`src/hdl/rtq_pkg.sv`:
```
`timescale 1ns / 1ps
`default_nettype none
// ----------------------------------------------------------------------------
// rtq_pkg: shared definitions of the repeating timer queue
// Sizes, codes and the structures that pass between the controller and the
// row of timer cells.
// ----------------------------------------------------------------------------
package rtq_pkg;

    // Number of timer slots, one cell each, and the most timers one poll reports.
    localparam int NUM_TIMERS  = 16;
    localparam int MAX_RESULTS = 16;

    localparam int SLOT_W  = (NUM_TIMERS > 1) ? $clog2(NUM_TIMERS) : 1;
    localparam int HELD_W  = $clog2(NUM_TIMERS + 1);
    localparam int RES_W   = (MAX_RESULTS > 1) ? $clog2(MAX_RESULTS) : 1;
    localparam int NRES_W  = $clog2(MAX_RESULTS + 1);
    localparam int HELD_OUT_W = 5;
    localparam int HELD_SAT   = 31;

    // Input word kinds and result status codes.
    localparam logic KIND_INSERT = 1'b0;
    localparam logic KIND_POLL   = 1'b1;
    localparam logic STATUS_OK   = 1'b0;
    localparam logic STATUS_FULL = 1'b1;

    typedef logic [SLOT_W-1:0] slot_t;
    typedef logic [HELD_W-1:0] held_t;
    typedef logic [RES_W-1:0]  res_idx_t;
    typedef logic [NRES_W-1:0] nres_t;

    // Operation applied by every cell in a cycle.
    typedef enum logic [2:0] {
        OP_HOLD,
        OP_LOAD,
        OP_RANK,
        OP_UPDATE,
        OP_SHIFT
    } cell_op_t;

    // Command broadcast from the controller to all cells.
    typedef struct packed {
        cell_op_t    op;
        logic [31:0] now;
        logic        token;
        logic [15:0] tag;
        logic [15:0] period;
        logic        rpt;
        logic [31:0] expire;
    } cell_cmd_t;

    // Record that travels from cell to cell around the ring.
    typedef struct packed {
        logic        flag;
        logic        alive;
        slot_t       slot;
        slot_t       rank;
        logic [31:0] expire;
        logic [15:0] tag;
    } probe_t;

    // Firing order: earlier expiry first, the lower slot on a tie.
    function automatic logic key_less(input logic [31:0] exp_a, input slot_t slot_a,
                                      input logic [31:0] exp_b, input slot_t slot_b);
        key_less = (exp_a < exp_b) || ((exp_a == exp_b) && (slot_a < slot_b));
    endfunction

endpackage
`default_nettype wire

```
`src/hdl/rtq_ifs.sv`:
```
`timescale 1ns / 1ps
`default_nettype none
// ----------------------------------------------------------------------------
// rtq_ifs: request and response channels of the repeating timer queue
// Valid/ready channels; a word moves on a clock edge with valid and ready high.
// ----------------------------------------------------------------------------

// Request channel: one insert or poll word.
interface rtq_req_if;
    logic        valid;
    logic        ready;
    logic        kind;
    logic [15:0] timer_id;
    logic [15:0] timeout_ms;
    logic        repeat_req;
    logic [31:0] now_ms;

    modport source (output valid, kind, timer_id, timeout_ms, repeat_req, now_ms,
                    input ready);
    modport sink (input valid, kind, timer_id, timeout_ms, repeat_req, now_ms,
                  output ready);
endinterface

// Response channel: one result word.
interface rtq_rsp_if;
    logic               valid;
    logic               ready;
    logic               fired;
    logic [15:0]        fired_id;
    logic               last;
    logic               status;
    logic [4:0]         timers_held;
    logic signed [31:0] min_wait_ms;

    modport source (output valid, fired, fired_id, last, status, timers_held,
                    min_wait_ms, input ready);
    modport sink (input valid, fired, fired_id, last, status, timers_held,
                  min_wait_ms, output ready);
endinterface
`default_nettype wire

```
`src/hdl/rtq_ctrl.sv`:
```
`timescale 1ns / 1ps
`default_nettype none
// ----------------------------------------------------------------------------
// rtq_ctrl: sequencer of the repeating timer queue
// Takes request words, steps the cell chain through insert or poll, gathers
// the records leaving the chain and sends the result words.
// ----------------------------------------------------------------------------
module rtq_ctrl (
    input  wire logic            clk,
    input  wire logic            rst_n,
    rtq_req_if.sink              req,
    rtq_rsp_if.source            rsp,
    output rtq_pkg::cell_cmd_t   cmd,
    input  wire rtq_pkg::probe_t exit_probe
);

    typedef enum logic [2:0] {
        S_IDLE,
        S_INS,
        S_LOAD,
        S_RANK,
        S_UPDATE,
        S_COLLECT,
        S_SUM,
        S_EMIT
    } state_t;

    state_t             state_reg;
    rtq_pkg::slot_t     step_reg;
    logic               kind_reg;
    logic [31:0]        now_reg;
    logic [15:0]        tag_reg;
    logic [15:0]        period_reg;
    logic               rpt_reg;
    logic [31:0]        ins_exp_reg;
    rtq_pkg::held_t     held_reg;
    logic               any_reg;
    logic [31:0]        min_exp_reg;
    logic               status_reg;
    rtq_pkg::nres_t     nfired_reg;
    rtq_pkg::nres_t     emit_idx_reg;
    logic signed [31:0] wait_reg;

    logic               rsp_valid_reg;
    logic               rsp_fired_reg;
    logic [15:0]        rsp_id_reg;
    logic               rsp_last_reg;
    logic               rsp_status_reg;
    logic [4:0]         rsp_held_reg;
    logic signed [31:0] rsp_wait_reg;

    logic [15:0]        res_buf [rtq_pkg::MAX_RESULTS];

    logic               step_end;
    logic [33:0]        diff;
    logic [31:0]        wait_sat;
    logic [4:0]         held_sat;
    logic               emit_fired;
    logic               emit_last;

    // End of a walk over every cell.
    assign step_end = (step_reg == rtq_pkg::slot_t'(rtq_pkg::NUM_TIMERS - 1));

    // Wait until the earliest expiry, saturated to the signed 32-bit range.
    assign diff = {2'b00, min_exp_reg} - {2'b00, now_reg} - 34'd1;
    always_comb
    begin
        if (!diff[33] && (diff[32:31] != 2'b00))
        begin
            wait_sat = 32'h7FFF_FFFF;
        end
        else if (diff[33] && (diff[32:31] != 2'b11))
        begin
            wait_sat = 32'h8000_0000;
        end
        else
        begin
            wait_sat = diff[31:0];
        end
    end

    assign held_sat = (32'(held_reg) > rtq_pkg::HELD_SAT) ? 5'(rtq_pkg::HELD_SAT)
                                                           : 5'(held_reg);

    // Contents of the next result word.
    assign emit_fired = (kind_reg == rtq_pkg::KIND_POLL) && (nfired_reg != '0);
    assign emit_last  = (kind_reg == rtq_pkg::KIND_INSERT) || (nfired_reg == '0) ||
                        (emit_idx_reg == (nfired_reg - 1'b1));

    // Command to the cells.
    always_comb
    begin
        cmd.now    = now_reg;
        cmd.token  = (state_reg == S_INS) && (step_reg == '0);
        cmd.tag    = tag_reg;
        cmd.period = period_reg;
        cmd.rpt    = rpt_reg;
        cmd.expire = ins_exp_reg;
        case (state_reg)
            S_LOAD:    cmd.op = rtq_pkg::OP_LOAD;
            S_RANK:    cmd.op = rtq_pkg::OP_RANK;
            S_UPDATE:  cmd.op = rtq_pkg::OP_UPDATE;
            S_COLLECT: cmd.op = rtq_pkg::OP_SHIFT;
            default:   cmd.op = rtq_pkg::OP_HOLD;
        endcase
    end

    // Fired tags land in the result buffer at their rank.
    always_ff @(posedge clk)
    begin
        if ((state_reg == S_COLLECT) && exit_probe.flag)
        begin
            res_buf[rtq_pkg::res_idx_t'(exit_probe.rank)] <= exit_probe.tag;
        end
    end

    // Sequencer, totals and the result register.
    always_ff @(posedge clk or negedge rst_n)
    begin
        if (!rst_n)
        begin
            state_reg      <= S_IDLE;
            step_reg       <= '0;
            kind_reg       <= rtq_pkg::KIND_INSERT;
            now_reg        <= '0;
            tag_reg        <= '0;
            period_reg     <= '0;
            rpt_reg        <= 1'b0;
            ins_exp_reg    <= '0;
            held_reg       <= '0;
            any_reg        <= 1'b0;
            min_exp_reg    <= '0;
            status_reg     <= rtq_pkg::STATUS_OK;
            nfired_reg     <= '0;
            emit_idx_reg   <= '0;
            wait_reg       <= '0;
            rsp_valid_reg  <= 1'b0;
            rsp_fired_reg  <= 1'b0;
            rsp_id_reg     <= '0;
            rsp_last_reg   <= 1'b0;
            rsp_status_reg <= rtq_pkg::STATUS_OK;
            rsp_held_reg   <= '0;
            rsp_wait_reg   <= '0;
        end
        else
        begin
            // A taken word frees the output register; the emit state refills it.
            if (rsp.ready && (state_reg != S_EMIT))
            begin
                rsp_valid_reg <= 1'b0;
            end

            case (state_reg)
                S_IDLE:
                begin
                    if (req.valid)
                    begin
                        kind_reg   <= req.kind;
                        now_reg    <= req.now_ms;
                        tag_reg    <= req.timer_id;
                        period_reg <= req.timeout_ms;
                        rpt_reg    <= req.repeat_req;
                        status_reg <= rtq_pkg::STATUS_OK;
                        step_reg   <= '0;
                        if (req.kind == rtq_pkg::KIND_POLL)
                        begin
                            state_reg <= S_LOAD;
                        end
                        else if (held_reg == rtq_pkg::held_t'(rtq_pkg::NUM_TIMERS))
                        begin
                            status_reg <= rtq_pkg::STATUS_FULL;
                            state_reg  <= S_SUM;
                        end
                        else
                        begin
                            ins_exp_reg <= req.now_ms + {16'd0, req.timeout_ms};
                            held_reg    <= held_reg + 1'b1;
                            state_reg   <= S_INS;
                        end
                    end
                end
                S_INS:
                begin
                    // The token walks the chain while the earliest expiry is updated.
                    if (step_reg == '0)
                    begin
                        any_reg <= 1'b1;
                        if (!any_reg || (ins_exp_reg < min_exp_reg))
                        begin
                            min_exp_reg <= ins_exp_reg;
                        end
                    end
                    if (step_end)
                    begin
                        state_reg <= S_SUM;
                    end
                    else
                    begin
                        step_reg <= step_reg + 1'b1;
                    end
                end
                S_LOAD:
                begin
                    step_reg  <= '0;
                    state_reg <= S_RANK;
                end
                S_RANK:
                begin
                    if (step_reg == rtq_pkg::slot_t'(rtq_pkg::NUM_TIMERS - 2))
                    begin
                        state_reg <= S_UPDATE;
                    end
                    else
                    begin
                        step_reg <= step_reg + 1'b1;
                    end
                end
                S_UPDATE:
                begin
                    nfired_reg <= '0;
                    held_reg   <= '0;
                    any_reg    <= 1'b0;
                    step_reg   <= '0;
                    state_reg  <= S_COLLECT;
                end
                S_COLLECT:
                begin
                    // One updated slot record leaves the chain each cycle.
                    if (exit_probe.flag)
                    begin
                        nfired_reg <= nfired_reg + 1'b1;
                    end
                    if (exit_probe.alive)
                    begin
                        held_reg <= held_reg + 1'b1;
                        any_reg  <= 1'b1;
                        if (!any_reg || (exit_probe.expire < min_exp_reg))
                        begin
                            min_exp_reg <= exit_probe.expire;
                        end
                    end
                    if (step_end)
                    begin
                        state_reg <= S_SUM;
                    end
                    else
                    begin
                        step_reg <= step_reg + 1'b1;
                    end
                end
                S_SUM:
                begin
                    wait_reg     <= any_reg ? signed'(wait_sat) : 32'sd0;
                    emit_idx_reg <= '0;
                    state_reg    <= S_EMIT;
                end
                S_EMIT:
                begin
                    if (!rsp_valid_reg || rsp.ready)
                    begin
                        rsp_valid_reg  <= 1'b1;
                        rsp_fired_reg  <= emit_fired;
                        rsp_id_reg     <= emit_fired ?
                                          res_buf[emit_idx_reg[rtq_pkg::RES_W-1:0]] : 16'd0;
                        rsp_last_reg   <= emit_last;
                        rsp_status_reg <= status_reg;
                        rsp_held_reg   <= held_sat;
                        rsp_wait_reg   <= wait_reg;
                        if (emit_last)
                        begin
                            state_reg <= S_IDLE;
                        end
                        else
                        begin
                            emit_idx_reg <= emit_idx_reg + 1'b1;
                        end
                    end
                end
                default:
                begin
                    state_reg <= S_IDLE;
                end
            endcase
        end
    end

    assign req.ready       = (state_reg == S_IDLE);
    assign rsp.valid       = rsp_valid_reg;
    assign rsp.fired       = rsp_fired_reg;
    assign rsp.fired_id    = rsp_id_reg;
    assign rsp.last        = rsp_last_reg;
    assign rsp.status      = rsp_status_reg;
    assign rsp.timers_held = rsp_held_reg;
    assign rsp.min_wait_ms = rsp_wait_reg;

endmodule
`default_nettype wire

```
`src/flat_wrapper.sv`:
```
// flat-port wrapper written by rule: the top's interface ports become plain ports
module rtq_ctrl_flat 
  (clk, rst_n, cmd, exit_probe, req_valid, req_kind, req_timer_id, req_timeout_ms, req_repeat_req, req_now_ms, req_ready, rsp_valid, rsp_fired, rsp_fired_id, rsp_last, rsp_status, rsp_timers_held, rsp_min_wait_ms, rsp_ready);
  rtq_req_if req_i ();
  rtq_rsp_if rsp_i ();
  input  wire logic clk;
  input  wire logic rst_n;
  output rtq_pkg::cell_cmd_t cmd;
  input  wire rtq_pkg::probe_t exit_probe;
  input wire logic [$bits(req_i.valid)-1:0] req_valid;
  input wire logic [$bits(req_i.kind)-1:0] req_kind;
  input wire logic [$bits(req_i.timer_id)-1:0] req_timer_id;
  input wire logic [$bits(req_i.timeout_ms)-1:0] req_timeout_ms;
  input wire logic [$bits(req_i.repeat_req)-1:0] req_repeat_req;
  input wire logic [$bits(req_i.now_ms)-1:0] req_now_ms;
  output wire logic [$bits(req_i.ready)-1:0] req_ready;
  output wire logic [$bits(rsp_i.valid)-1:0] rsp_valid;
  output wire logic [$bits(rsp_i.fired)-1:0] rsp_fired;
  output wire logic [$bits(rsp_i.fired_id)-1:0] rsp_fired_id;
  output wire logic [$bits(rsp_i.last)-1:0] rsp_last;
  output wire logic [$bits(rsp_i.status)-1:0] rsp_status;
  output wire logic [$bits(rsp_i.timers_held)-1:0] rsp_timers_held;
  output wire logic [$bits(rsp_i.min_wait_ms)-1:0] rsp_min_wait_ms;
  input wire logic [$bits(rsp_i.ready)-1:0] rsp_ready;
  assign req_i.valid = req_valid;
  assign req_i.kind = req_kind;
  assign req_i.timer_id = req_timer_id;
  assign req_i.timeout_ms = req_timeout_ms;
  assign req_i.repeat_req = req_repeat_req;
  assign req_i.now_ms = req_now_ms;
  assign req_ready = req_i.ready;
  assign rsp_valid = rsp_i.valid;
  assign rsp_fired = rsp_i.fired;
  assign rsp_fired_id = rsp_i.fired_id;
  assign rsp_last = rsp_i.last;
  assign rsp_status = rsp_i.status;
  assign rsp_timers_held = rsp_i.timers_held;
  assign rsp_min_wait_ms = rsp_i.min_wait_ms;
  assign rsp_i.ready = rsp_ready;
  rtq_ctrl u_core (.clk(clk), .rst_n(rst_n), .req(req_i), .rsp(rsp_i), .cmd(cmd), .exit_probe(exit_probe));
endmodule
```
`config.mk`:
```
export PLATFORM = sky130hd
export DESIGN_NAME = rtq_ctrl_flat
export DESIGN_NICKNAME = d
export VERILOG_FILES = /design/src/hdl/rtq_pkg.sv /design/src/hdl/rtq_ifs.sv /design/src/hdl/rtq_ctrl.sv /design/src/flat_wrapper.sv
export SDC_FILE = /design/constraint.sdc
export NUM_CORES = 1
export LEC_CHECK = 0
export BUFFER_PORTS_ARGS = -buffer_cell sky130_fd_sc_hd__buf_4
export CAP_MARGIN = 10
export CORE_MARGIN = 3
export CORE_UTILIZATION = 45
export CTS_CLUSTER_DIAMETER = 30
export DETAILED_ROUTE_END_ITERATION = 7
export GPL_ROUTABILITY_DRIVEN = 0
export PLACE_DENSITY = 0.71
export SLEW_MARGIN = 5
export SYNTH_ARGS = -nofsm -noshare
export SYNTH_HDL_FRONTEND = slang
export SYNTH_SLANG_ARGS = --single-unit
export TNS_END_PERCENT = 5
```
`constraint.sdc`:
```
create_clock -name clk -period 5.75 [get_ports clk]
set_clock_uncertainty 0.1 [all_clocks]
set_input_delay 0.575 -clock clk [delete_from_list [all_inputs] [get_ports clk]]
set_output_delay 0.575 -clock clk [all_outputs]
set_load 0.05 [all_outputs]
```
# Yosys cells after proc, flatten, opt, wreduce, memory -nomap -nowiden
# Memory sizes are Yosys's and may differ from the RTL's.
# Index checks and enable logic that the tools add are counted.
# word_totals
n_memories	1
ram_bits	256
reg_bits	243
rom_bits	0
latchBits	0
# memory_table
memory	words	width	read_ports	rd_clocked_by_memory_dff	write_ports	line_no	text
u_core.res_buf	16	16	1	0	1	rtq_ctrl.sv:52	logic [15:0] res_buf [rtq_pkg::MAX_RESULTS];
# op_classes
mul	0
n_addsub	8
n_reduce_logical	37
mux	42
n_lt_le_gt_ge	2
eq_ne	28
div	0
n_bitwise	3
n_shift	0
# ops
operator	count
32-bit 2-to-1 mux	7
32-bit less-than comparator	2
32-bit one-hot mux with 2 select lines	1
5-bit 2-to-1 mux	7
34-bit by 1-bit subtractor with 34-bit output, second input constant	1
32-bit by 32-bit subtractor with 33-bit output	1
32-bit by 16-bit adder with 32-bit output	1
2-bit != test, second input constant	12
3-bit 2-to-1 mux	7
3-bit one-hot mux with 7 select lines	1
5-bit one-hot mux with 2 select lines	2
16-bit 2-to-1 mux	1
4-bit one-hot mux with 4 select lines	1
5-bit by 1-bit adder with 5-bit output, second input constant	3
5-bit one-hot mux with 3 select lines	1
5-bit AND reduction	3
3-bit equality test, second input constant	4
4-bit 2-to-1 mux	3
3-bit one-hot mux with 4 select lines	1
1-bit 2-to-1 mux	9
4-bit equality test, second input constant	2
2-bit by 1-bit != test with 1-bit output, second input constant	4
4-bit AND reduction	2
2-bit nonzero test	4
21 further kinds	40

# Longest topological paths before layout
# logic_depth
depth_word	7
ltp_mapped	15
depth_no_buf	14

# Worst setup path before layout
# Ideal clock, no wire load.
# synth_path
path_kind	reg-to-reg
start	register u_core.now_reg[0]
end	register u_core.wait_reg[24]
slack_ps	1268
synth_period_minus_slack_ps	4482
arrival_time_ps	4235
stages_incl_launch_ff	15
required_time_ps	5503
path_buffers	1
path_cell_list	dfrtp_1 ha_1 fa_1 nor2b_4 o211a_1 o21ai_2 a2111o_1 and3_1 o31a_1 xnor2_1 or4_1 or4_1 a21oi_2 buf_6 o311ai_1
# synth_via
elab_chain_len	7
word_cells_on_any_way	10
# synth_rtl
element	line_no	text
start: declaration	rtq_ctrl.sv:31	logic [31:0] now_reg;
start signal: assignment	rtq_ctrl.sv:159	now_reg <= req.now_ms;
32-bit by 32-bit subtractor with 33-bit output (*)	rtq_ctrl.sv:65	assign diff = {2'b00, min_exp_reg} - {2'b00, now_reg} - 34'd1;
34-bit by 1-bit subtractor with 34-bit output (*)	rtq_ctrl.sv:65	
2-bit != test	rtq_ctrl.sv:72	else if (diff[33] && (diff[32:31] != 2'b11))
1-bit logical AND	rtq_ctrl.sv:72	
32-bit 2-to-1 mux	rtq_ctrl.sv:72	
32-bit 2-to-1 mux (*)	rtq_ctrl.sv:68	if (!diff[33] && (diff[32:31] != 2'b00))
32-bit 2-to-1 mux (*)	rtq_ctrl.sv:253	wait_reg <= any_reg ? signed'(wait_sat) : 32'sd0;
end signal: assignment	rtq_ctrl.sv:253	
end: declaration	rtq_ctrl.sv:42	logic signed [31:0] wait_reg;
# Every way passes the cells marked *; elsewhere a longest branch is shown, timed or not.
# A chain may end at the register's enable or synchronous reset.

# Worst setup path after layout
# layout_path
start	register u_core.min_exp_reg[0]
end	register u_core.wait_reg[27]
# layout_via
elab_chain_len	7
word_cells_on_any_way	10
# layout_rtl
element	line_no	text
start: declaration	rtq_ctrl.sv:38	logic [31:0] min_exp_reg;
start signal: assignment	rtq_ctrl.sv:190	min_exp_reg <= ins_exp_reg;
start signal: assignment	rtq_ctrl.sv:239	min_exp_reg <= exit_probe.expire;
32-bit by 32-bit subtractor with 33-bit output (*)	rtq_ctrl.sv:65	
34-bit by 1-bit subtractor with 34-bit output (*)	rtq_ctrl.sv:65	
2-bit != test	rtq_ctrl.sv:72	
1-bit logical AND	rtq_ctrl.sv:72	
32-bit 2-to-1 mux	rtq_ctrl.sv:72	
32-bit 2-to-1 mux (*)	rtq_ctrl.sv:68	
32-bit 2-to-1 mux (*)	rtq_ctrl.sv:253	
# Marks and branches as above.

==> metrics <==
status=finished, final reports clean; placed inst area=27860 um^2; async set-reset flop share out of synthesis=0.4870; Core Rows=85; DR vias/cell=5.650; total die area=58340 um^2; Synth Register Bits=499; CTS tree=yes; core area=54350 um^2; fin. max-slew vios=0; root buffer cell=clkbuf_16; initial antenna violation count=5; NetSw=8.706 mW; total track usage=0.2263; Hold Violations, Final=0; CP max FO=18; clk buf depth=3; DRC violations left=0; vias in the first global route=18512; CTS buffer count=98; IO Port Bufs=282; Flop pwr share=0.257; share of cells above drive strength 1=0.2534; slew margin rel.=0.1829; final period utilization=0.8532; Critical Path AT=5270 ps; YS warnings=0; worst hold slack=53.50 ps; 1st-iter DRT viols=1394; Reg clk slew, reported paths=50 ps; leakage power=13.06 nW; power per cell area=647.5 nW/um^2; type of origin of the critical path=register; commonest non-fill, non-tap cell in the layout=nand2_1; Yosys top cell area share=0.3079; Initial Util=0.4594; CTS sink count=499; I/O pin cnt=287; post-route design area=31410 um^2; Vias=18046; sequential fraction of the synthesis area=0.5515; Distinct cells, synth=78; final setup fails=0; post-route ant nets=0; post-synth net total=2314; Sw Share=0.4280; max_cap viols=0; Cell Area, Synth=24970 um^2; max reg flops=256; RSZ-0062 raised after global routing=false; Die H=241.5 um; Mapped Avg Cell Area=12.11 um^2; most frequent cells in the layout=nand2_1, buf_4, edfxtp_1; Syn Inst Count=2062; WL per Instance=21.04 um; power share of the combinational group=0.455; die width=241.5 um; final core utilization=0.5780; Detailed Route WL=67200 um; H-tree depth=3; Pint=11.63 mW; largest net degree at the start of global routing=159; post-cts resize count=0; Post-synth EDFFs=256; Worst-Margin Slew=1224 ps; VDD IR max=0.0003751 V; dpl ws=974.8 ps; achievable frequency=203.8 MHz; fin nets=2620; clk_lat worst skew=660 ps; Pre-Repair DR Iteration Count=6; Area Growth Syn to Fin=25.82%; Worst setup EP type=register; Crit Path Category=register to register; Synth area leaders=edfxtp_1, dfrtp_1, mux4_2; hpwl dp=44880 um; Hold Crit Class=primary input to register; Worst Path Required=6120 ps; PnR worst setup slack=844.3 ps; clock power share=0.287; setup_tns=0 ps; first-pass GRT wire length=104400 um; remaining global-route overflow=0; cell taking the most area after synthesis=edfxtp_1; Min Clock Period, post-route=4906 ps; ys flop type=edfxtp_1; Largest Register=u_core.res_buf; fillers=4333
==> cell usage after synthesis (39+ instances only) <==
cell type / n
a21o_1: 41
a21oi_1: 78
clkbuf_1: 70
dfrtp_1: 243
edfxtp_1: 256
ha_1: 122
inv_1: 105
mux2_2: 39
mux2i_1: 71
mux4_2: 80
nand2_1: 309
nor2_1: 85
o21ai_0: 117
xnor2_1: 51
==> metal layers <==
metal	GRT usage	vias up	routed length, um
li1	-	8264	-
met1	0.2791	8978	26810
met2	0.3814	643	33320
met3	0.05074	159	4417
met4	0.1028	2	2637
met5	0	-	13
==> what timing repair did <==
| item | CTS | global route |
|---|---|---|
| hold endpoints to repair | 85 | 0 |
| hold buffers | 1 | 0 |
| setup endpoints to repair | 0 | 0 |
| buffers inserted | 0 | 0 |
==> worst max-delay path, cell delays in order, from the launching register on <==
cell and delay, ps:
dfrtp_1 370, inv_1 80, ha_1 210, fa_1 440, nor2b_4 150, o211a_1 190, o21ai_2 120, a21oi_2 340
o2111ai_1 170, a32o_1 360, or3_4 420, nor4_1 560, o21ai_0 210, o21ai_2 540, buf_4 340, o311ai_1 140
==> path summary, 6_finish.rpt <==
check | start | endpoint | slack [ps] | cells after the start
worst max-delay path | u_core.min_exp_reg[0]$_DFFE_PN0P_ | u_core.wait_reg[27]$_DFFE_PN0P_ | 840 | 15
worst min-delay path | req_now_ms[12] | u_core.now_reg[12]$_DFFE_PN0P_ | 50 | 3
worst max register to register | u_core.min_exp_reg[0]$_DFFE_PN0P_ | u_core.wait_reg[27]$_DFFE_PN0P_ | 840 | 15
worst min register to register | u_core.wait_reg[2]$_DFFE_PN0P_ | u_core.rsp.min_wait_ms[2]$_DFFE_PN0P_ | 370 | 2
max in group asynchronous | rst_n | u_core.tag_reg[4]$_DFFE_PN0P_ | 3740 | 3
min in group asynchronous | rst_n | u_core.rsp.min_wait_ms[30]$_DFFE_PN0P_ | 470 | 2
==> per-stage QoR <==
step | power, mW | cells
2_1_floorplan | 11.83 | 2062
3_3_place_gp | 14.24 | 3004
3_5_place_dp | 14.45 | 3004
4_1_cts | 20.39 | 3188
5_1_grt | 21.46 | 3194
6_report | 20.34 | 3194
==> cells by family after synthesis <==
group | synth area share
AOI/OAI and AO/OA | 0.1018
and+or+nand+nor | 0.1044
adders and majority gates | 0.06275
buffers and inverters | 0.03142
xor gates and xnor gates | 0.02982
DFF | 0.5515
muxes | 0.1182
==> power groups by stage <==
stage	combinational, mW	sequential, mW	clock (mW)
2_1_floorplan	5.09	6.75	0
3_3_place_gp	9.00	5.25	0
3_5_place_dp	9.17	5.29	0
4_1_cts	9.24	5.24	5.92
5_1_grt	10.0	5.34	6.11
6_report	9.26	5.23	5.84
==> area by class of cell <==
| cell class | count | area (um^2) | share of cell area |
|---|---|---|---|
| multi-input cells | 1364 | 10520 | 0.3348 |
| repair buffers | 300 | 2302 | 0.07330 |
| clock inverters | 66 | 870.8 | 0.02772 |
| clock buffers | 117 | 2615 | 0.08325 |
| inverters | 105 | 394.1 | 0.01255 |
| well taps | 739 | 924.6 | 0.02944 |
| flip-flops and latches | 499 | 13780 | 0.4386 |
| diodes | 4 | 10.01 | 0.0003187 |
(Power assumes the default switching activity.)
